--- src/hw/rtl/qvr_pkg.sv ---
// ----------------------------------------------------------------------------
// qvr_pkg
// shared widths, types and helpers of the quaternion vector rotation block
// ----------------------------------------------------------------------------
package qvr_pkg;

  // number format
  localparam int WORD_BITS = 32;
  localparam int FRAC_BITS = 30;

  // coefficient carries one more bit so a negated minimum code still fits
  localparam int COEF_W  = WORD_BITS + 1;
  // first round: vector times quaternion
  localparam int PROD_W  = WORD_BITS + COEF_W;
  localparam int TERM_W  = PROD_W + 2;
  // second round: term split into low word (unsigned) and high part (signed)
  localparam int HI_W    = TERM_W - WORD_BITS;
  localparam int LOP_W   = WORD_BITS + 1 + COEF_W;
  localparam int HIP_W   = HI_W + COEF_W;
  localparam int LOS_W   = LOP_W + 2;
  localparam int HIS_W   = HIP_W + 2;
  // full-precision result and the rounded integer part
  localparam int ACC_W   = HIS_W + WORD_BITS + 1;
  localparam int RES_W   = ACC_W - 2 * FRAC_BITS;

  // stream packing
  localparam int TDATA_W = ((3 * WORD_BITS + 7) / 8) * 8;

  // pipeline stages
  localparam int NSTG     = 6;
  localparam int ST_IN    = 0;
  localparam int ST_PROD1 = 1;
  localparam int ST_TSUM  = 2;
  localparam int ST_PROD2 = 3;
  localparam int ST_OSUM  = 4;
  localparam int ST_OUT   = 5;

  // register map
  localparam int REG_IDX_W = 2;
  typedef enum logic [REG_IDX_W-1:0] {
    REG_ROT_X = 2'd0,
    REG_ROT_Y = 2'd1,
    REG_ROT_Z = 2'd2,
    REG_ROT_W = 2'd3
  } reg_idx_e;

  typedef logic signed [WORD_BITS-1:0] word_t;
  typedef logic signed [COEF_W-1:0]    coef_t;
  typedef logic signed [PROD_W-1:0]    prod_t;
  typedef logic signed [TERM_W-1:0]    term_t;
  typedef logic signed [LOP_W-1:0]     lop_t;
  typedef logic signed [HIP_W-1:0]     hip_t;
  typedef logic signed [LOS_W-1:0]     los_t;
  typedef logic signed [HIS_W-1:0]     his_t;
  typedef logic signed [ACC_W-1:0]     acc_t;
  typedef logic [NSTG-1:0]             stage_en_t;

  localparam word_t WORD_MAX   = {1'b0, {(WORD_BITS-1){1'b1}}};
  localparam word_t WORD_MIN   = {1'b1, {(WORD_BITS-1){1'b0}}};
  localparam acc_t  ROUND_HALF = ACC_W'(1) << (2 * FRAC_BITS - 1);
  localparam word_t W_RESET    = WORD_BITS'(1) << FRAC_BITS;

  // vector part of the quaternion held in both signs, so a mode bit only selects
  typedef struct packed {
    coef_t xp;
    coef_t xn;
    coef_t yp;
    coef_t yn;
    coef_t zp;
    coef_t zn;
    coef_t w;
  } quat_t;

  // product q * (v, 0)
  typedef struct packed {
    term_t ts;
    term_t t0;
    term_t t1;
    term_t t2;
  } tquat_t;

  // split sum of one output component
  typedef struct packed {
    his_t hi;
    los_t lo;
  } osum_t;

  typedef struct packed {
    osum_t z;
    osum_t y;
    osum_t x;
  } osum3_t;

  // coefficient for the current direction: inverse uses the conjugate
  function automatic coef_t sel_coef(logic inv, coef_t pos, coef_t neg);
    return inv ? neg : pos;
  endfunction

endpackage

--- src/hw/rtl/qvr_fin.sv ---
// ----------------------------------------------------------------------------
// qvr_fin
// joins the split sums, rounds to nearest, saturates, and holds the result
// ----------------------------------------------------------------------------
module qvr_fin import qvr_pkg::*; (
  input  logic      clk_i,
  input  stage_en_t en_i,
  input  osum3_t    sum_i,
  output word_t     out_x_o,
  output word_t     out_y_o,
  output word_t     out_z_o,
  output logic      clipped_o
);

  word_t ox_q, oy_q, oz_q;
  logic  clip_q;
  logic [WORD_BITS:0] fx, fy, fz;

  // returns {saturated, code}
  function automatic logic [WORD_BITS:0] finish(osum_t s);
    acc_t                    acc;
    logic signed [RES_W-1:0] res;
    logic                    fits;
    acc  = (ACC_W'(s.hi) <<< WORD_BITS) + ACC_W'(s.lo) + ROUND_HALF;
    res  = acc[ACC_W-1:2*FRAC_BITS];
    fits = (&res[RES_W-1:WORD_BITS-1]) || !(|res[RES_W-1:WORD_BITS-1]);
    if (fits) begin
      return {1'b0, res[WORD_BITS-1:0]};
    end
    return {1'b1, (res[RES_W-1] ? WORD_MIN : WORD_MAX)};
  endfunction

  always_comb begin
    fx = finish(sum_i.x);
    fy = finish(sum_i.y);
    fz = finish(sum_i.z);
  end

  // output register
  always_ff @(posedge clk_i) begin
    if (en_i[ST_OUT]) begin
      ox_q   <= fx[WORD_BITS-1:0];
      oy_q   <= fy[WORD_BITS-1:0];
      oz_q   <= fz[WORD_BITS-1:0];
      clip_q <= fx[WORD_BITS] | fy[WORD_BITS] | fz[WORD_BITS];
    end
  end

  assign out_x_o   = ox_q;
  assign out_y_o   = oy_q;
  assign out_z_o   = oz_q;
  assign clipped_o = clip_q;

endmodule

--- config.mk ---
export PLATFORM = sky130hd
export DESIGN_NAME = qvr_fin
export DESIGN_NICKNAME = d
export VERILOG_FILES = /design/src/hw/rtl/qvr_pkg.sv /design/src/hw/rtl/qvr_fin.sv
export SDC_FILE = /design/constraint.sdc
export NUM_CORES = 1
export LEC_CHECK = 0
export BUFFER_PORTS_ARGS = -buffer_cell sky130_fd_sc_hd__buf_2
export CAP_MARGIN = 10
export CORE_AREA = 2 2 199 201
export DETAILED_ROUTE_END_ITERATION = 8
export DIE_AREA = 0 0 201 203
export PLACE_DENSITY_LB_ADDON = 0.25
export SLEW_MARGIN = 20
export SYNTH_ARGS = -nofsm -noshare
export SYNTH_HDL_FRONTEND = slang
export SYNTH_SLANG_ARGS = --single-unit
--- constraint.sdc ---
create_clock -name clk_i -period 8.7 [get_ports clk_i]
set_input_delay 1.305 -clock clk_i [delete_from_list [all_inputs] [get_ports clk_i]]
set_output_delay 1.305 -clock clk_i [all_outputs]
set_load 0.01 [all_outputs]
==> reports/qor.txt, run 1 <==
row cnt -> 72
TritonCTS buffer count -> 9
Worst EP required -> 8.94 ns
proportion of synthesized chip area in sequential cells -> 16.4%
Buffers on Ports -> 416
Layout Area Growth over Synthesis -> 15.4%
layout cells sized above 1 -> 18.3%
CTS Root Cell -> clkbuf_16
TritonCTS clock tree -> done
Crit path top cell by count -> a21oi_1
FMAX -> 151 MHz
Pwr per Cell Area -> 136 nW/um^2
clock-pin slew on the worst setup and hold paths -> 0.08 ns
gpl congestion -> 0.948
fin nets -> 3344
vias in the first global route -> 17394
Slew Viols, Final -> 0
crit path capture type -> register
vias -> 18154
slew at the pin with the worst max-slew slack -> 1.02 ns
maximum VDD drop -> 0.000102 V
RSZ-0062 raised after global routing -> no
Hold-fix buffers, CTS -> 0
H-tree depth -> 3
Leak -> 9.77 nW
global-route wire length before repair -> 89.4 mm
flops & latches, synth -> 97
CP max stage cell -> nand2_1
post-DR vias/cell -> 5.98
post-synth cell types -> 78
drt drc -> 0
FFs w/ async S/R, synth -> 0%
Clock Path Buffers -> 2
DRT antenna net count -> 0
CORE AREA -> 38500 um^2
dpl hpwl -> 47.9 mm
WP buf/inv -> 1
Critical Path, Cell by Cell -> buf_2 > ha_1 > ha_1 > a21oi_1 > o21ai_0 > a221oi_1 > o31ai_1 > a21oi_1 > a21oi_1 > a311o_1 > a2111oi_0 > nand3_1 > nand2_1 > o21a_1
setup TNS -> 0 ns
total power -> 2.78 mW
Syn Std Cell Area -> 17700 um^2
# IOs -> 518
Die W -> 201 um
slew margin rel. -> 31.7%
largest net degree at the start of global routing -> 72
Final setup viols -> 0
CP max stage delay -> 0.79 ns
Post-Syn Instances -> 2172
die footprint -> 40800 um^2
crit path launch type -> primary input
Mapped Nets -> 3004
CTS resizes -> 0
Critical Path AT -> 6.87 ns
initial antenna violation count -> 1
Final Cycle Share -> 76.2%
setup repair bufs after CTS -> 0
clock sinks -> 97
hold slack -> 1.36 ns
MaxCap Viol Count -> 0
Crit path max-delay family -> compound AO/OA/AOI/OAI gates
Final Critical Period -> 6.63 ns
Worst Setup Path Type -> primary input to register
remaining global-route overflow -> 0
run status -> complete, no violations
Initial Util -> 46.1%
Post-synth EDFFs -> 97
CP max FO -> 35
final wirelength -> 56.4 mm
Final Core Density -> 53.2%
Wirelength per Cell -> 18.6 um
Yosys warning count -> 0
min-delay worst type -> primary input to register
initial DRC count -> 1145
final count of hold timing violations -> 0
top_reg_cell synth -> edfxtp_1
TritonRoute pass-1 iters -> 6
syn_area_per_cell -> 8.17 um^2
Total GRT Usage -> 26.9%
die span in y -> 203 um
[through the flow]
stage	instances	area, um^2	worst slack [ns]
floorplan	2172	17700	3.44
global placement	3019	20100	1.99
detailed placement	3019	20100	1.88
CTS	3035	20500	2.23
global route	3036	20500	1.67
finish	3036	20500	2.07
[report_power, final]
part	internal [mW]	switching [mW]	leakage, nW
Sequential	0.639	0.0346	0.947
Clock	0.233	0.221	0.153
Combinational	0.653	1.00	8.67
[synth_stat cells (all sizes together) (8+ instances only)]
cell type	instances	area, um^2
ha	411	5140
a21oi	244	1220
nand2	200	751
o21ai	157	786
nor2	109	409
a21o	99	743
edfxtp	97	2910
nand4	85	532
clkbuf	78	293
inv	67	251
xnor2	67	594
xor2	58	508
nand3	51	255
o21a	47	362
o21bai	41	308
nor3	30	150
o211ai	27	208
nor4	26	163
a31oi	21	131
a211oi	19	143
a221oi	19	173
a21boi	18	135
and3	16	100
o31ai	13	97.6
buf	12	78.8
nand2b	12	75.1
or3	12	75.1
and2	11	68.8
nor2b	11	68.8
and4	8	70.1
or2	8	50.1
[placed cells by master (no fill, tap or decap), types with 51 or more instances in the layout]
cell type	netlist	final
buf_2	9	415
ha_1	411	411
a21oi_1	244	244
nand2_1	200	200
nor2_1	109	109
o21ai_0	109	109
a21o_1	99	99
edfxtp_1	97	97
nand4_1	85	85
inv_1	67	67
xnor2_1	66	66
xor2_1	58	58
nand3_1	51	51
[sequential cells by signal, indices dropped and copies added, names as in the netlist]
name,count
out_z_o,32
clipped_o,1
out_y_o,32
out_x_o,32
[path summary, 6_finish.rpt]
| path | end | from | cells past startpoint | slack, ns |
|---|---|---|---|---|
| worst min-delay path | out_x_o[0] | en_i[5] | 1 | 1.36 |
| worst max-delay path | out_z_o[29] | sum_i[343] | 14 | 2.07 |
[cells by family after synthesis]
group / share of synthesized area, %
AO/OA/AOI/OAI: 28.4
flip-flops: 16.4
buffers and inverters: 3.51
adder cells (fa/ha/maj): 29.0
AND/OR/NAND/NOR: 16.5
XOR/XNOR: 6.21
multiplexers: 0.0635
[area by class of cell]
| type | instances | area, um^2 |
|---|---|---|
| Multi-Input combinational cell | 1918 | 14200 |
| Clock buffer | 9 | 225 |
| Timing Repair Buffer | 419 | 2110 |
| Sequential cell | 97 | 2910 |
| Inverter | 67 | 251 |
| Fill cell | 3784 | 18000 |
| Tap cell | 518 | 648 |
| Clock inverter | 7 | 93.8 |
| Antenna cell | 1 | 2.50 |
[routing by layer]
metal | share of wire [%] | track usage [%] | up-vias
met2 | 46 | 45.5 | 614
met4 | 2.0 | 6.35 | 0
met5 | 0 | 0 | -
met1 | 46 | 36.5 | 8454
met3 | 5.6 | 3.23 | 52
li1 | - | - | 9034
Note: power is estimated with default switching activity, not from simulation.
==> run 2, diff against run 1 <==
- CORE_AREA: 2 2 199 201 -> 2 2 200 202
- DIE_AREA: 0 0 201 203 -> 0 0 202 204
- clock period: 8.7 -> 5.8 ns (I/O delays scaled with it)
==> run 2 against run 1 <==
Utilization is 0.27 points higher. Critical endpoint is now clipped_o. Combinational power is 55% higher. Via count is 1.0% higher. Global-route usage is 0.41 points higher. Clock power is 48% higher.
==> reports/qor.txt, run 2 (synthesis gave the netlist of run 1 again) <==
run status -> complete, no violations
die footprint -> 41200 um^2 (+0.99%)
MaxCap Viol Count -> 0 (unchanged)
Critical Path, Cell by Cell -> buf_2 > ha_1 > ha_1 > nand4_1 > nor3_1 > nor3b_1 > o2bb2ai_1 > a21oi_1 > o21ai_1 > a21oi_1 > or3_1 > a2111oi_0 > buf_4 > nand3_1 > o21ai_0 > buf_4 > o211ai_1
gpl congestion -> 0.982 (+3.6%)
area of the multi-input gates -> 14200 um^2 (about the same)
met2 routed WL -> 26.3 mm (+1.0%)
Post-Route M1 WL -> 26.6 mm (+1.9%)
Final Critical Period -> 5.29 ns
die span in y -> 204 um (+0.49%)
crit path launch type -> primary input
initial DRC count -> 995 (-13%)
min-delay worst type -> primary input to register
TritonCTS clock tree -> done
Final Core Density -> 53.5% (+0.27 points)
Final setup viols -> 0 (unchanged)
maximum VDD drop -> 0.000177 V (+74%)
Levels on crit path -> 17 (+3)
fillcell total -> 3808 (+0.63%)
global-route wire length before repair -> 91.2 mm (+2.0%)
remaining global-route overflow -> 0 (unchanged)
fin nets -> 3401 (+1.7%)
post-DR vias/cell -> 5.91 (-1.1%)
most frequent cells in the layout -> 415 x buf_2, 411 x ha_1, 244 x a21oi_1
Initial Util -> 45.3% (-0.84 points)
Leak -> 10.1 nW (+3.0%)
CP max FO -> 19 (-46%)
Pwr per Cell Area -> 203 nW/um^2 (+49%)
most common cell after layout, fill and taps aside -> buf_2
TritonCTS buffer count -> 9 (unchanged)
Worst EP required -> 5.91 ns (-3.03 ns)
Post-DP Area -> 20600 um^2 (+2.4%)
Worst Hold Depth -> 5 (+4)
Crit path max-delay family -> compound AO/OA/AOI/OAI gates
TritonRoute pass-1 iters -> 7 (+1)
vias in the first global route -> 17762 (+2.1%)
Final Cycle Share -> 91.2%
Wirelength per Cell -> 18.5 um (-0.18%)
CTS resizes -> 0 (unchanged)
register area -> 2910 um^2 (unchanged)
Layout Area Growth over Synthesis -> 18.1%
WP buf/inv -> 3 (+2)
final wirelength -> 57.5 mm (+1.9%)
Buffers on Ports -> 416 (unchanged)
DRT antenna net count -> 0 (unchanged)
drt drc -> 0 (unchanged)
Critical Path AT -> 5.40 ns (-1.47 ns)
layout cells sized above 1 -> 20.1% (+1.8 points)
CP max stage cell -> a2111oi_0
Worst Setup Path Type -> primary input to register
Clock Path Buffers -> 2 (unchanged)
vias -> 18336 (+1.0%)
largest net degree at the start of global routing -> 69 (-4.2%)
DR WL met3 -> 3.07 mm (-2.4%)
clock sinks -> 97 (unchanged)
CORE AREA -> 39200 um^2 (+1.9%)
slew at the pin with the worst max-slew slack -> 0.987 ns (-0.0377 ns)
CTS Root Cell -> clkbuf_16
highest metal used -> met4
dpl hpwl -> 49.1 mm (+2.6%)
final count of hold timing violations -> 0 (unchanged)
CP max stage delay -> 0.62 ns (-0.17 ns)
# IOs -> 518 (unchanged)
setup repair bufs after CTS -> 0 (unchanged)
crit path capture type -> register
cell area after layout -> 21000 um^2 (+2.4%)
Total GRT Usage -> 27.3% (+0.41 points)
initial antenna violation count -> 1 (unchanged)
Die W -> 202 um (+0.50%)
FMAX -> 189 MHz
clock-pin slew on the worst setup and hold paths -> 0.08 ns (about the same)
slew margin rel. -> 34.2% (+2.5 points)
Hold-fix buffers, CTS -> 0 (unchanged)
setup TNS -> 0 ns (unchanged)
Slew Viols, Final -> 0 (unchanged)
RSZ-0062 raised after global routing -> no
H-tree depth -> 3 (unchanged)
row cnt -> 73 (+1.4%)
[run 2: worst paths after layout]
check	from	end
setup / recovery	sum_i[343]	clipped_o
hold / removal	sum_i[137]	out_x_o[31]
[run 2: layout make-up]
type	count	share of cell area (%)
multi-input combinational	1918	67.9
sequential	97	13.9
inverter	67	1.20
tap	525	3.13
antenna	1	0.0119
clock buffer	9	1.07
clock inverter	7	0.448
timing repair buffer	476	12.3
[run 2: per-stage QoR]
stage               setup WS, ns  cells  hold WS [ns]  total power, mW
floorplan                  0.974   2172         0.982             2.71
global placement           0.305   3083          1.28             3.54
detailed placement         0.253   3083          1.28             3.57
CTS                        0.633   3099          1.12             4.26
global route               0.171   3100          1.17             4.59
finish                     0.509   3100          1.13             4.26
[run 2: per-layer routing]
layer  vias up  GRT usage, %
met5         -             0
li1       9169             -
met3        77          3.71
met2       553          45.2
met1      8537          37.2
met4         0          7.62
[run 2: where the power goes]
| group | switching, mW | leakage, nW | total [mW] | internal (mW) |
|---|---|---|---|---|
| combinational | 1.53 | 8.96 | 2.58 | 1.04 |
| sequential | 0.0496 | 0.947 | 1.01 | 0.958 |
| clock | 0.326 | 0.153 | 0.673 | 0.348 |
| total | 1.91 | 10.1 | 4.26 | 2.35 |
[run 2: tightest hold or removal path: stages]
cell    delay, ns
buf_2        0.10
inv_1        0.06
ha_1         0.16
xor2_1       0.15
inv_1        0.07
