===== src/hw/rtl/qvr_pkg.sv =====
// ----------------------------------------------------------------------------
// qvr_pkg
// shared widths, types and helpers of the quaternion vector rotation block
// ----------------------------------------------------------------------------
package qvr_pkg;

  // number format
  localparam int WORD_BITS = 32;
  localparam int FRAC_BITS = 30;

  // coefficient carries one more bit so a negated minimum code still fits
  localparam int COEF_W  = WORD_BITS + 1;
  // first round: vector times quaternion
  localparam int PROD_W  = WORD_BITS + COEF_W;
  localparam int TERM_W  = PROD_W + 2;
  // second round: term split into low word (unsigned) and high part (signed)
  localparam int HI_W    = TERM_W - WORD_BITS;
  localparam int LOP_W   = WORD_BITS + 1 + COEF_W;
  localparam int HIP_W   = HI_W + COEF_W;
  localparam int LOS_W   = LOP_W + 2;
  localparam int HIS_W   = HIP_W + 2;
  // full-precision result and the rounded integer part
  localparam int ACC_W   = HIS_W + WORD_BITS + 1;
  localparam int RES_W   = ACC_W - 2 * FRAC_BITS;

  // stream packing
  localparam int TDATA_W = ((3 * WORD_BITS + 7) / 8) * 8;

  // pipeline stages
  localparam int NSTG     = 6;
  localparam int ST_IN    = 0;
  localparam int ST_PROD1 = 1;
  localparam int ST_TSUM  = 2;
  localparam int ST_PROD2 = 3;
  localparam int ST_OSUM  = 4;
  localparam int ST_OUT   = 5;

  // register map
  localparam int REG_IDX_W = 2;
  typedef enum logic [REG_IDX_W-1:0] {
    REG_ROT_X = 2'd0,
    REG_ROT_Y = 2'd1,
    REG_ROT_Z = 2'd2,
    REG_ROT_W = 2'd3
  } reg_idx_e;

  typedef logic signed [WORD_BITS-1:0] word_t;
  typedef logic signed [COEF_W-1:0]    coef_t;
  typedef logic signed [PROD_W-1:0]    prod_t;
  typedef logic signed [TERM_W-1:0]    term_t;
  typedef logic signed [LOP_W-1:0]     lop_t;
  typedef logic signed [HIP_W-1:0]     hip_t;
  typedef logic signed [LOS_W-1:0]     los_t;
  typedef logic signed [HIS_W-1:0]     his_t;
  typedef logic signed [ACC_W-1:0]     acc_t;
  typedef logic [NSTG-1:0]             stage_en_t;

  localparam word_t WORD_MAX   = {1'b0, {(WORD_BITS-1){1'b1}}};
  localparam word_t WORD_MIN   = {1'b1, {(WORD_BITS-1){1'b0}}};
  localparam acc_t  ROUND_HALF = ACC_W'(1) << (2 * FRAC_BITS - 1);
  localparam word_t W_RESET    = WORD_BITS'(1) << FRAC_BITS;

  // vector part of the quaternion held in both signs, so a mode bit only selects
  typedef struct packed {
    coef_t xp;
    coef_t xn;
    coef_t yp;
    coef_t yn;
    coef_t zp;
    coef_t zn;
    coef_t w;
  } quat_t;

  // product q * (v, 0)
  typedef struct packed {
    term_t ts;
    term_t t0;
    term_t t1;
    term_t t2;
  } tquat_t;

  // split sum of one output component
  typedef struct packed {
    his_t hi;
    los_t lo;
  } osum_t;

  typedef struct packed {
    osum_t z;
    osum_t y;
    osum_t x;
  } osum3_t;

  // coefficient for the current direction: inverse uses the conjugate
  function automatic coef_t sel_coef(logic inv, coef_t pos, coef_t neg);
    return inv ? neg : pos;
  endfunction

endpackage


===== src/hw/rtl/qvr_ctrl.sv =====
// ----------------------------------------------------------------------------
// qvr_ctrl
// valid bits and per-stage load enables; bubbles close up on a stall
// ----------------------------------------------------------------------------
module qvr_ctrl import qvr_pkg::*; (
  input  logic      clk_i,
  input  logic      rst_ni,
  input  logic      s_tvalid_i,
  output logic      s_tready_o,
  output logic      m_tvalid_o,
  input  logic      m_tready_i,
  output stage_en_t en_o
);

  stage_en_t vld_q, vld_d;
  stage_en_t en;

  // a stage loads when it is empty or its content moves on
  always_comb begin
    en[NSTG-1] = !vld_q[NSTG-1] || m_tready_i;
    for (int k = NSTG - 2; k >= 0; k--) begin
      en[k] = !vld_q[k] || en[k+1];
    end
  end

  // valid bits follow the data
  always_comb begin
    vld_d = vld_q;
    if (en[ST_IN]) begin
      vld_d[ST_IN] = s_tvalid_i;
    end
    for (int k = 1; k < NSTG; k++) begin
      if (en[k]) begin
        vld_d[k] = vld_q[k-1];
      end
    end
  end

  always_ff @(posedge clk_i or negedge rst_ni) begin
    if (!rst_ni) begin
      vld_q <= '0;
    end else begin
      vld_q <= vld_d;
    end
  end

  assign en_o       = en;
  assign s_tready_o = en[ST_IN];
  assign m_tvalid_o = vld_q[ST_OUT];

endmodule


===== config.mk =====
export PLATFORM = sky130hd
export DESIGN_NAME = qvr_ctrl
export DESIGN_NICKNAME = d
export VERILOG_FILES = /design/src/hw/rtl/qvr_pkg.sv /design/src/hw/rtl/qvr_ctrl.sv
export SDC_FILE = /design/constraint.sdc
export NUM_CORES = 1
export LEC_CHECK = 0
export CAP_MARGIN = 20
export CORE_AREA = 5 5 42 44
export DETAILED_ROUTE_END_ITERATION = 6
export DIE_AREA = 0 0 47 49
export DONT_BUFFER_PORTS = 1
export GPL_ROUTABILITY_DRIVEN = 1
export PLACE_DENSITY = 0.42
export SLEW_MARGIN = 20
export SYNTH_ARGS = -nofsm -noshare
export SYNTH_HDL_FRONTEND = slang
export SYNTH_SLANG_ARGS = --single-unit
export TNS_END_PERCENT = 30

===== constraint.sdc =====
create_clock -name clk_i -period 1.35 [get_ports clk_i]
set_input_delay 0.27 -clock clk_i [delete_from_list [all_inputs] [get_ports clk_i]]
set_output_delay 0.27 -clock clk_i [all_outputs]
set_load 0.005 [all_outputs]

==> metrics.txt, run 1 <==
# TYPE chip_impl_metric gauge
chip_impl_info{name="cts_tree",value="built"} 1
chip_impl_info{name="synth_area_leader_cell",value="dfrtp_1"} 1
chip_impl_metric{name="number_of_global_route_vias_before_repair",unit=""} 194
chip_impl_info{name="post_synth_main_area_contributors",value="dfrtp_1, nand2b_1, buf_6"} 1
chip_impl_metric{name="reg2regPathDepth",unit=""} 3
chip_impl_metric{name="max_slew_margin",unit=""} 0.8094
chip_impl_metric{name="post-route-min-period",unit="ns"} 1.404
chip_impl_metric{name="postRouteAntennaNets",unit=""} 0
chip_impl_metric{name="final-instance-count-excl-fill",unit=""} 41
chip_impl_metric{name="timing_worst_slew_pin_value",unit="ns"} 0.2850
chip_impl_info{name="top_regs",value="vld_q: 6 flops"} 1
chip_impl_metric{name="detail_route.wirelength",unit="microns"} 503
chip_impl_info{name="failed_checks",value="setup timing"} 1
chip_impl_metric{name="globalRouteTotalUtil",unit=""} 0.05188
chip_impl_metric{name="postSynthAreaPerCell",unit="sq um"} 12.21
chip_impl_metric{name="post_drt_via_cell_ratio",unit=""} 4.366
chip_impl_metric{name="via_count",unit=""} 179
chip_impl_metric{name="cts.sinks",unit=""} 6
chip_impl_metric{name="synth.net_count",unit=""} 25
chip_impl_metric{name="grt_pass1_wl",unit="microns"} 772
chip_impl_metric{name="postLayoutCoreUtil",unit=""} 0.2188
chip_impl_info{name="timing_worst_setup_path_type",value="reg2out"} 1
chip_impl_metric{name="synth_top_area_frac",unit=""} 0.5854
chip_impl_metric{name="fin_ws",unit="ns"} -0.05374
chip_impl_metric{name="number_of_antenna_violations_at_the_first_check_in_global_routing",unit=""} 0
chip_impl_metric{name="fin_total_pwr",unit="uW"} 466.3
chip_impl_metric{name="footprint_of_the_multi_input_gates",unit="sq um"} 85.08
chip_impl_metric{name="port_buffers",unit=""} 0
chip_impl_metric{name="largest_register_ff_count",unit=""} 6
chip_impl_metric{name="internal_pwr_total",unit="uW"} 343.9
chip_impl_metric{name="holdPathStages",unit=""} 1
chip_impl_info{name="cp_cell_sequence",value="and4b_2 > nand4_1"} 1
chip_impl_metric{name="pre_cts_ws",unit="ns"} 0.1213
chip_impl_metric{name="overflow",unit=""} 0
chip_impl_info{name="crit_path_top_delay_cell",value="dfrtp_1"} 1
chip_impl_metric{name="finalHoldViolCount",unit=""} 0
chip_impl_info{name="yosys.cell_count.top_type",value="dfrtp_1"} 1
chip_impl_info{name="hold_path_class",value="in2reg"} 1
chip_impl_metric{name="share_of_flip_flops_with_an_asynchronous_set_or_reset_after_synthesis",unit=""} 1.000
chip_impl_metric{name="critical_path_cell_count",unit=""} 2
chip_impl_metric{name="power.density",unit="mW/mm^2"} 1521
chip_impl_metric{name="cp_num_buf_inv",unit=""} 0
chip_impl_metric{name="postSynthCellCount",unit=""} 21
chip_impl_metric{name="cts_buffers",unit=""} 3
chip_impl_metric{name="slowest_stage_delay_on_critical_path",unit="ns"} 0.39
chip_impl_metric{name="detailed_place_hpwl",unit="microns"} 373.9
chip_impl_metric{name="num_antenna_cells",unit=""} 0
chip_impl_info{name="critical_path.top_delay_family",value="simple AND/OR/NAND/NOR gates"} 1
chip_impl_metric{name="area_grow_syn2layout",unit="%"} 19.51
chip_impl_metric{name="setup_viol",unit=""} 2
chip_impl_metric{name="fp.coreArea",unit="sq mm"} 0.001401
chip_impl_metric{name="chipHeight",unit="microns"} 49
chip_impl_metric{name="start_util",unit=""} 0.1830
chip_impl_metric{name="place_congestion",unit=""} 0.6843
chip_impl_metric{name="post_synth_instance_area",unit="sq um"} 256.5
chip_impl_metric{name="clock_path_buffers",unit=""} 2
chip_impl_metric{name="seqPwrFrac",unit=""} 0.490
chip_impl_metric{name="design.final.nets",unit=""} 31
chip_impl_metric{name="std_cell_rows",unit=""} 14
chip_impl_metric{name="clk_latency",unit="ns"} 0.24
chip_impl_info{name="ys_dominant_reg_cell",value="dfrtp_1"} 1
chip_impl_info{name="synthTopCellsByCount",value="dfrtp_1, nand2b_1"} 1
chip_impl_metric{name="num-fill-cells",unit=""} 161
chip_impl_metric{name="design.portCount",unit=""} 12
chip_impl_info{name="timing.critical_path.from_type",value="flip-flop"} 1
chip_impl_metric{name="wire_per_inst",unit="microns"} 12.27
chip_impl_metric{name="h-tree-depth",unit=""} 1
chip_impl_metric{name="area.sequential",unit="sq um"} 150.1
chip_impl_metric{name="drtIter0Drc",unit=""} 11
chip_impl_metric{name="share_comb_of_total_power",unit=""} 0.164
chip_impl_metric{name="clock_power_share",unit=""} 0.346
chip_impl_metric{name="critPathMaxFanout",unit=""} 6
chip_impl_metric{name="dieArea",unit="sq mm"} 0.002303
chip_impl_metric{name="crit_arrival",unit="ns"} 1.13
chip_impl_metric{name="first_pass_iteration_count_of_the_detailed_router",unit=""} 2
chip_impl_metric{name="ys_seq_elements",unit=""} 6
chip_impl_metric{name="synth.yosys.warnings",unit=""} 0
chip_impl_metric{name="p_leak",unit="nW"} 0.1281
chip_impl_metric{name="clock-skew-final",unit="ns"} 0.001728
chip_impl_metric{name="fin_crit_sh",unit=""} 1.040
chip_impl_info{name="rsz0062_at_grt",value="true"} 1
chip_impl_metric{name="max-cap-violations",unit=""} 0
chip_impl_metric{name="drc_errors",unit=""} 0
chip_impl_metric{name="p_sw",unit="uW"} 122.5
chip_impl_metric{name="required",unit="ns"} 1.08
chip_impl_info{name="clock-root-buffer",value="clkbuf_4"} 1
chip_impl_metric{name="placed_cells",unit=""} 35
chip_impl_metric{name="dieWidth",unit="microns"} 47
chip_impl_metric{name="slew_violations",unit=""} 0
chip_impl_metric{name="clock.fmax",unit="MHz"} 712.4
chip_impl_metric{name="final.setup.tns",unit="ns"} -0.1075
chip_impl_info{name="largest-register",value="vld_q"} 1
chip_impl_info{name="endpoint_kind",value="output pin"} 1
chip_impl_info{name="outcome",value="finished, violations left"} 1
chip_impl_metric{name="synth_sequential_area_ratio",unit=""} 0.5854
chip_impl_metric{name="vdd_ir_max",unit="V"} 0.0005570
chip_impl_metric{name="cts.clk_slew.worst_paths",unit="ns"} 0.04
chip_impl_metric{name="yosysUniqueCellTypes",unit=""} 14
chip_impl_metric{name="count_of_flip_flops_with_a_built_in_enable_after_synthesis",unit=""} 0
chip_impl_metric{name="power_switching_share",unit=""} 0.2626
chip_impl_metric{name="largest_net_degree_at_the_start_of_global_routing",unit=""} 8
chip_impl_metric{name="drive_above_1_share",unit=""} 0.2400
==> metal layers <==
layer | global-route usage | routed length (microns) | up-vias
li1 | - | - | 81
met1 | 0.06109 | 236 | 84
met2 | 0.05882 | 187 | 14
met3 | 0.05166 | 79 | 0
met4 | 0.02765 | 0 | 0
met5 | 0 | 0 | -
==> through the flow <==
| stage | hold slack (ns) | cell area, sq um |
|---|---|---|
| 2_1_floorplan | -0.02559 | 256.5 |
| 3_3_place_gp | -0.02540 | 257.7 |
| 3_5_place_dp | -0.02535 | 257.7 |
| 4_1_cts | 0.1298 | 306.5 |
| 5_1_grt | 0.1379 | 306.5 |
| 6_report | 0.1368 | 306.5 |
==> cell usage in the layout, fill, tap and decap left out <==
| master | n |
|---|---|
| a41o_1 | 1 |
| inv_1 | 1 |
| nand3b_1 | 1 |
| and4b_2 | 1 |
| nand3_1 | 1 |
| clkbuf_4 | 3 |
| nand2b_1 | 3 |
| nand2_1 | 1 |
| nand4_1 | 1 |
| or2_1 | 1 |
| dfrtp_1 | 6 |
| a21o_1 | 1 |
| dlygate4sd3_1 | 1 |
| buf_4 | 2 |
| a31o_1 | 1 |
==> cell families (layout without fill, tap and decap cells) <==
family,count (synthesis),after routing,synth area share
and+or+nand+nor,9,9,0.2244
DFF,6,6,0.5854
AOI/OAI and AO/OA,3,3,0.1025
buffers and inverters,3,7,0.08780
==> layout make-up <==
class,instances,share of cell area
sequential,6,0.4898
multi-input combinational,12,0.2776
timing repair buffer,3,0.08163
clock buffer,3,0.07347
tap,16,0.06531
inverter,1,0.01224
==> power groups by stage <==
| stage | sequential [mW] | combinational, mW | clock, mW |
|---|---|---|---|
| 3_5_place_dp | 0.230 | 0.0561 | 0 |
| 4_1_cts | 0.227 | 0.0778 | 0.170 |
| 6_report | 0.228 | 0.0765 | 0.162 |
| 5_1_grt | 0.232 | 0.0873 | 0.182 |
| 3_3_place_gp | 0.227 | 0.0530 | 0 |
| 2_1_floorplan | 0.224 | 0.0602 | 0 |
==> timing repair <==
action | in CTS | in global routing
hold buffers | 1 | 0
pin swaps | 2 | 2
resized for setup | 1 | 0
buffers inserted | 2 | 0
setup endpoints to repair | 5 | 5
endpoints found under the hold margin | 6 | 0
==> path summary, 6_finish.rpt <==
kind / startpoint / end / slack (ns)
hold reg to reg: vld_q[3]$_DFFE_PN0P_ / vld_q[4]$_DFFE_PN0P_ / 0.46
hold / removal: s_tvalid_i / vld_q[0]$_DFFE_PN0P_ / 0.14
setup / recovery: vld_q[5]$_DFFE_PN0P_ / s_tready_o / -0.05
max in group asynchronous: rst_ni / vld_q[2]$_DFFE_PN0P_ / 0.79
setup reg to reg: vld_q[5]$_DFFE_PN0P_ / vld_q[0]$_DFFE_PN0P_ / 0.18
min in group asynchronous: rst_ni / vld_q[3]$_DFFE_PN0P_ / 0.34
Power figures use the tool's default switching activity.
==> run 2: changes to the inputs <==
--- a/config.mk
+++ b/config.mk
@@ -11,7 +11,7 @@
 export DIE_AREA = 0 0 47 49
 export DONT_BUFFER_PORTS = 1
 export GPL_ROUTABILITY_DRIVEN = 1
-export PLACE_DENSITY = 0.42
+export PLACE_DENSITY = 0.36
 export SLEW_MARGIN = 20
 export SYNTH_ARGS = -nofsm -noshare
 export SYNTH_HDL_FRONTEND = slang
==> metrics.txt, run 2 (synthesis results as in run 1) <==
# TYPE chip_impl_metric gauge
chip_impl_metric{name="clock_power_share",unit=""} 0.345
chip_impl_info{name="failed_checks",value="setup timing"} 1
chip_impl_metric{name="timing_worst_slew_pin_value",unit="ns"} 0.2843
chip_impl_metric{name="pre_cts_ws",unit="ns"} 0.09410
chip_impl_metric{name="post-route-min-period",unit="ns"} 1.397
chip_impl_info{name="worstSetupStartpoint",value="vld_q[5]$_DFFE_PN0P_"} 1
chip_impl_metric{name="start_util",unit=""} 0.1830
chip_impl_info{name="rsz0062_at_grt",value="true"} 1
chip_impl_metric{name="design.final.nets",unit=""} 33
chip_impl_metric{name="hold_slack",unit="ns"} 0.1243
chip_impl_metric{name="num-fill-cells",unit=""} 158
chip_impl_info{name="destination_of_the_worst_hold_path",value="vld_q[0]$_DFFE_PN0P_"} 1
chip_impl_metric{name="largest_register_ff_count",unit=""} 6
chip_impl_metric{name="fin_crit_sh",unit=""} 1.035
chip_impl_metric{name="power.density",unit="mW/mm^2"} 1508
chip_impl_metric{name="postRouteAntennaNets",unit=""} 0
chip_impl_metric{name="cts.sinks",unit=""} 6
chip_impl_metric{name="number_of_global_route_vias_before_repair",unit=""} 210
chip_impl_metric{name="wire_per_inst",unit="microns"} 13.21
chip_impl_metric{name="port_buffers",unit=""} 0
chip_impl_metric{name="via_count",unit=""} 189
chip_impl_metric{name="grt_pass1_wl",unit="microns"} 855
chip_impl_info{name="min-delay-start",value="s_tvalid_i"} 1
chip_impl_metric{name="largest_net_degree_at_the_start_of_global_routing",unit=""} 8
chip_impl_metric{name="internal_pwr_total",unit="uW"} 354.7
chip_impl_metric{name="power_switching_share",unit=""} 0.2739
chip_impl_metric{name="dieArea",unit="sq mm"} 0.002303
chip_impl_metric{name="p_leak",unit="nW"} 0.1375
chip_impl_metric{name="critPathMaxFanout",unit=""} 6
chip_impl_info{name="timing.critical_path.from_type",value="flip-flop"} 1
chip_impl_info{name="hold_path_class",value="in2reg"} 1
chip_impl_metric{name="share_comb_of_total_power",unit=""} 0.188
chip_impl_metric{name="p_sw",unit="uW"} 133.8
chip_impl_info{name="top_regs",value="vld_q: 6 flops"} 1
chip_impl_metric{name="h-tree-depth",unit=""} 1
chip_impl_metric{name="clock.fmax",unit="MHz"} 715.7
chip_impl_metric{name="drtIter0Drc",unit=""} 3
chip_impl_metric{name="drive_above_1_share",unit=""} 0.3704
chip_impl_metric{name="finalHoldViolCount",unit=""} 0
chip_impl_metric{name="reg2regPathDepth",unit=""} 3
chip_impl_metric{name="clock-skew-final",unit="ns"} 0.005117
chip_impl_metric{name="globalRouteTotalUtil",unit=""} 0.05678
chip_impl_metric{name="max-cap-violations",unit=""} 0
chip_impl_metric{name="clock_path_buffers",unit=""} 2
chip_impl_info{name="clock-root-buffer",value="clkbuf_4"} 1
chip_impl_info{name="final_common_cell",value="dfrtp_1"} 1
chip_impl_metric{name="area_grow_syn2layout",unit="%"} 26.34
chip_impl_info{name="timing_worst_setup_path_type",value="reg2out"} 1
chip_impl_info{name="final_cell_mix",value="dfrtp_1, buf_4, nand2b_1, clkbuf_4"} 1
chip_impl_metric{name="post_drt_via_cell_ratio",unit=""} 4.395
chip_impl_metric{name="required",unit="ns"} 1.08
chip_impl_info{name="outcome",value="finished, violations left"} 1
chip_impl_metric{name="max_slew_margin",unit=""} 0.8098
chip_impl_metric{name="slack_of_the_worst_reg_to_reg_path",unit="ns"} 0.22
chip_impl_metric{name="overflow",unit=""} 0
chip_impl_info{name="endpoint_kind",value="output pin"} 1
chip_impl_metric{name="dieWidth",unit="microns"} 47
chip_impl_metric{name="cts.clk_slew.worst_paths",unit="ns"} 0.05
chip_impl_metric{name="fp.coreArea",unit="sq mm"} 0.001401
chip_impl_metric{name="clk_latency",unit="ns"} 0.24
chip_impl_metric{name="setup_viol",unit=""} 4
chip_impl_info{name="cts_tree",value="built"} 1
chip_impl_metric{name="seqPwrFrac",unit=""} 0.467
chip_impl_info{name="largest-register",value="vld_q"} 1
chip_impl_metric{name="number_of_antenna_violations_at_the_first_check_in_global_routing",unit=""} 0
chip_impl_metric{name="detail_route.wirelength",unit="microns"} 568
chip_impl_metric{name="design.portCount",unit=""} 12
chip_impl_metric{name="first_pass_iteration_count_of_the_detailed_router",unit=""} 3
chip_impl_metric{name="num_antenna_cells",unit=""} 0
chip_impl_metric{name="crit_arrival",unit="ns"} 1.13
chip_impl_metric{name="drc_errors",unit=""} 0
chip_impl_info{name="reg2reg_from",value="vld_q[4]$_DFFE_PN0P_"} 1
chip_impl_metric{name="cts_buffers",unit=""} 3
chip_impl_metric{name="slew_violations",unit=""} 0
chip_impl_metric{name="vdd_ir_max",unit="V"} 0.0004703
chip_impl_metric{name="std_cell_rows",unit=""} 14
chip_impl_metric{name="chipHeight",unit="microns"} 49
chip_impl_metric{name="place_congestion",unit=""} 0.6941
chip_impl_metric{name="holdPathStages",unit=""} 1
chip_impl_metric{name="fin_ws",unit="ns"} -0.04729
chip_impl_info{name="r2r-end",value="vld_q[1]$_DFFE_PN0P_"} 1
==> run 2: worst max path at each step <==
stage | endpoint | slack, ns
floorplan | en_o[0] | 0.11
detailed placement | s_tready_o | 0.09
CTS | s_tready_o | -0.08
global placement | s_tready_o | 0.13
global route | en_o[0] | -0.13
finish | en_o[0] | -0.05
==> run 2: final cells by class <==
type,instances,area (sq um),share of cell area
Timing Repair Buffer,5,40.04,0.1236
Clock buffer,3,22.52,0.06950
Tap cell,16,20.02,0.06178
Inverter,1,3.754,0.01158
Multi-Input combinational cell,12,87.58,0.2703
Sequential cell,6,150.1,0.4633
==> run 2: worst max-delay path, cell delays in order, from the launching register on <==
cell     delay, ns
dfrtp_1       0.38
and4b_2       0.31
nand4_1       0.20
==> run 2: repair_timing <==
item	CTS	global route
hold endpoints to repair	6	0
hold buffers	1	0
gates resized for setup	3	0
setup endpoints to repair	5	5
setup buffers	3	0
pin swaps	2	2
==> run 2: stage by stage <==
step | setup TNS, ns | std cells | util | area [sq um] | power [mW]
3_5_place_dp | 0 | 36 | 0.1893 | 265.3 | 0.2928
3_3_place_gp | 0 | 36 | 0.1893 | 265.3 | 0.2874
5_1_grt | -0.4795 | 43 | 0.2313 | 324.1 | 0.5180
4_1_cts | -0.2639 | 43 | 0.2313 | 324.1 | 0.4964
6_report | -0.1549 | 43 | 0.2313 | 324.1 | 0.4886
2_1_floorplan | 0 | 21 | - | 256.5 | 0.2845
==> run 2: power groups by stage <==
stage,Combinational (mW),Clock [mW],Sequential [mW]
after floorplan,0.0602,0,0.224
after global placement,0.0594,0,0.228
final,0.0919,0.169,0.228
after detailed placement,0.0623,0,0.231
after CTS,0.0948,0.174,0.227
after global routing,0.105,0.180,0.233
==> run 2: routing by layer <==
metal / wire [microns] / part of all wire / GRT usage / up-vias
met5: 0 / 0 / 0 / -
met3: 103 / 0.18 / 0.05166 / 0
li1: - / - / - / 86
met2: 226 / 0.40 / 0.06335 / 10
met1: 238 / 0.42 / 0.06532 / 93
met4: 0 / 0 / 0.04147 / 0
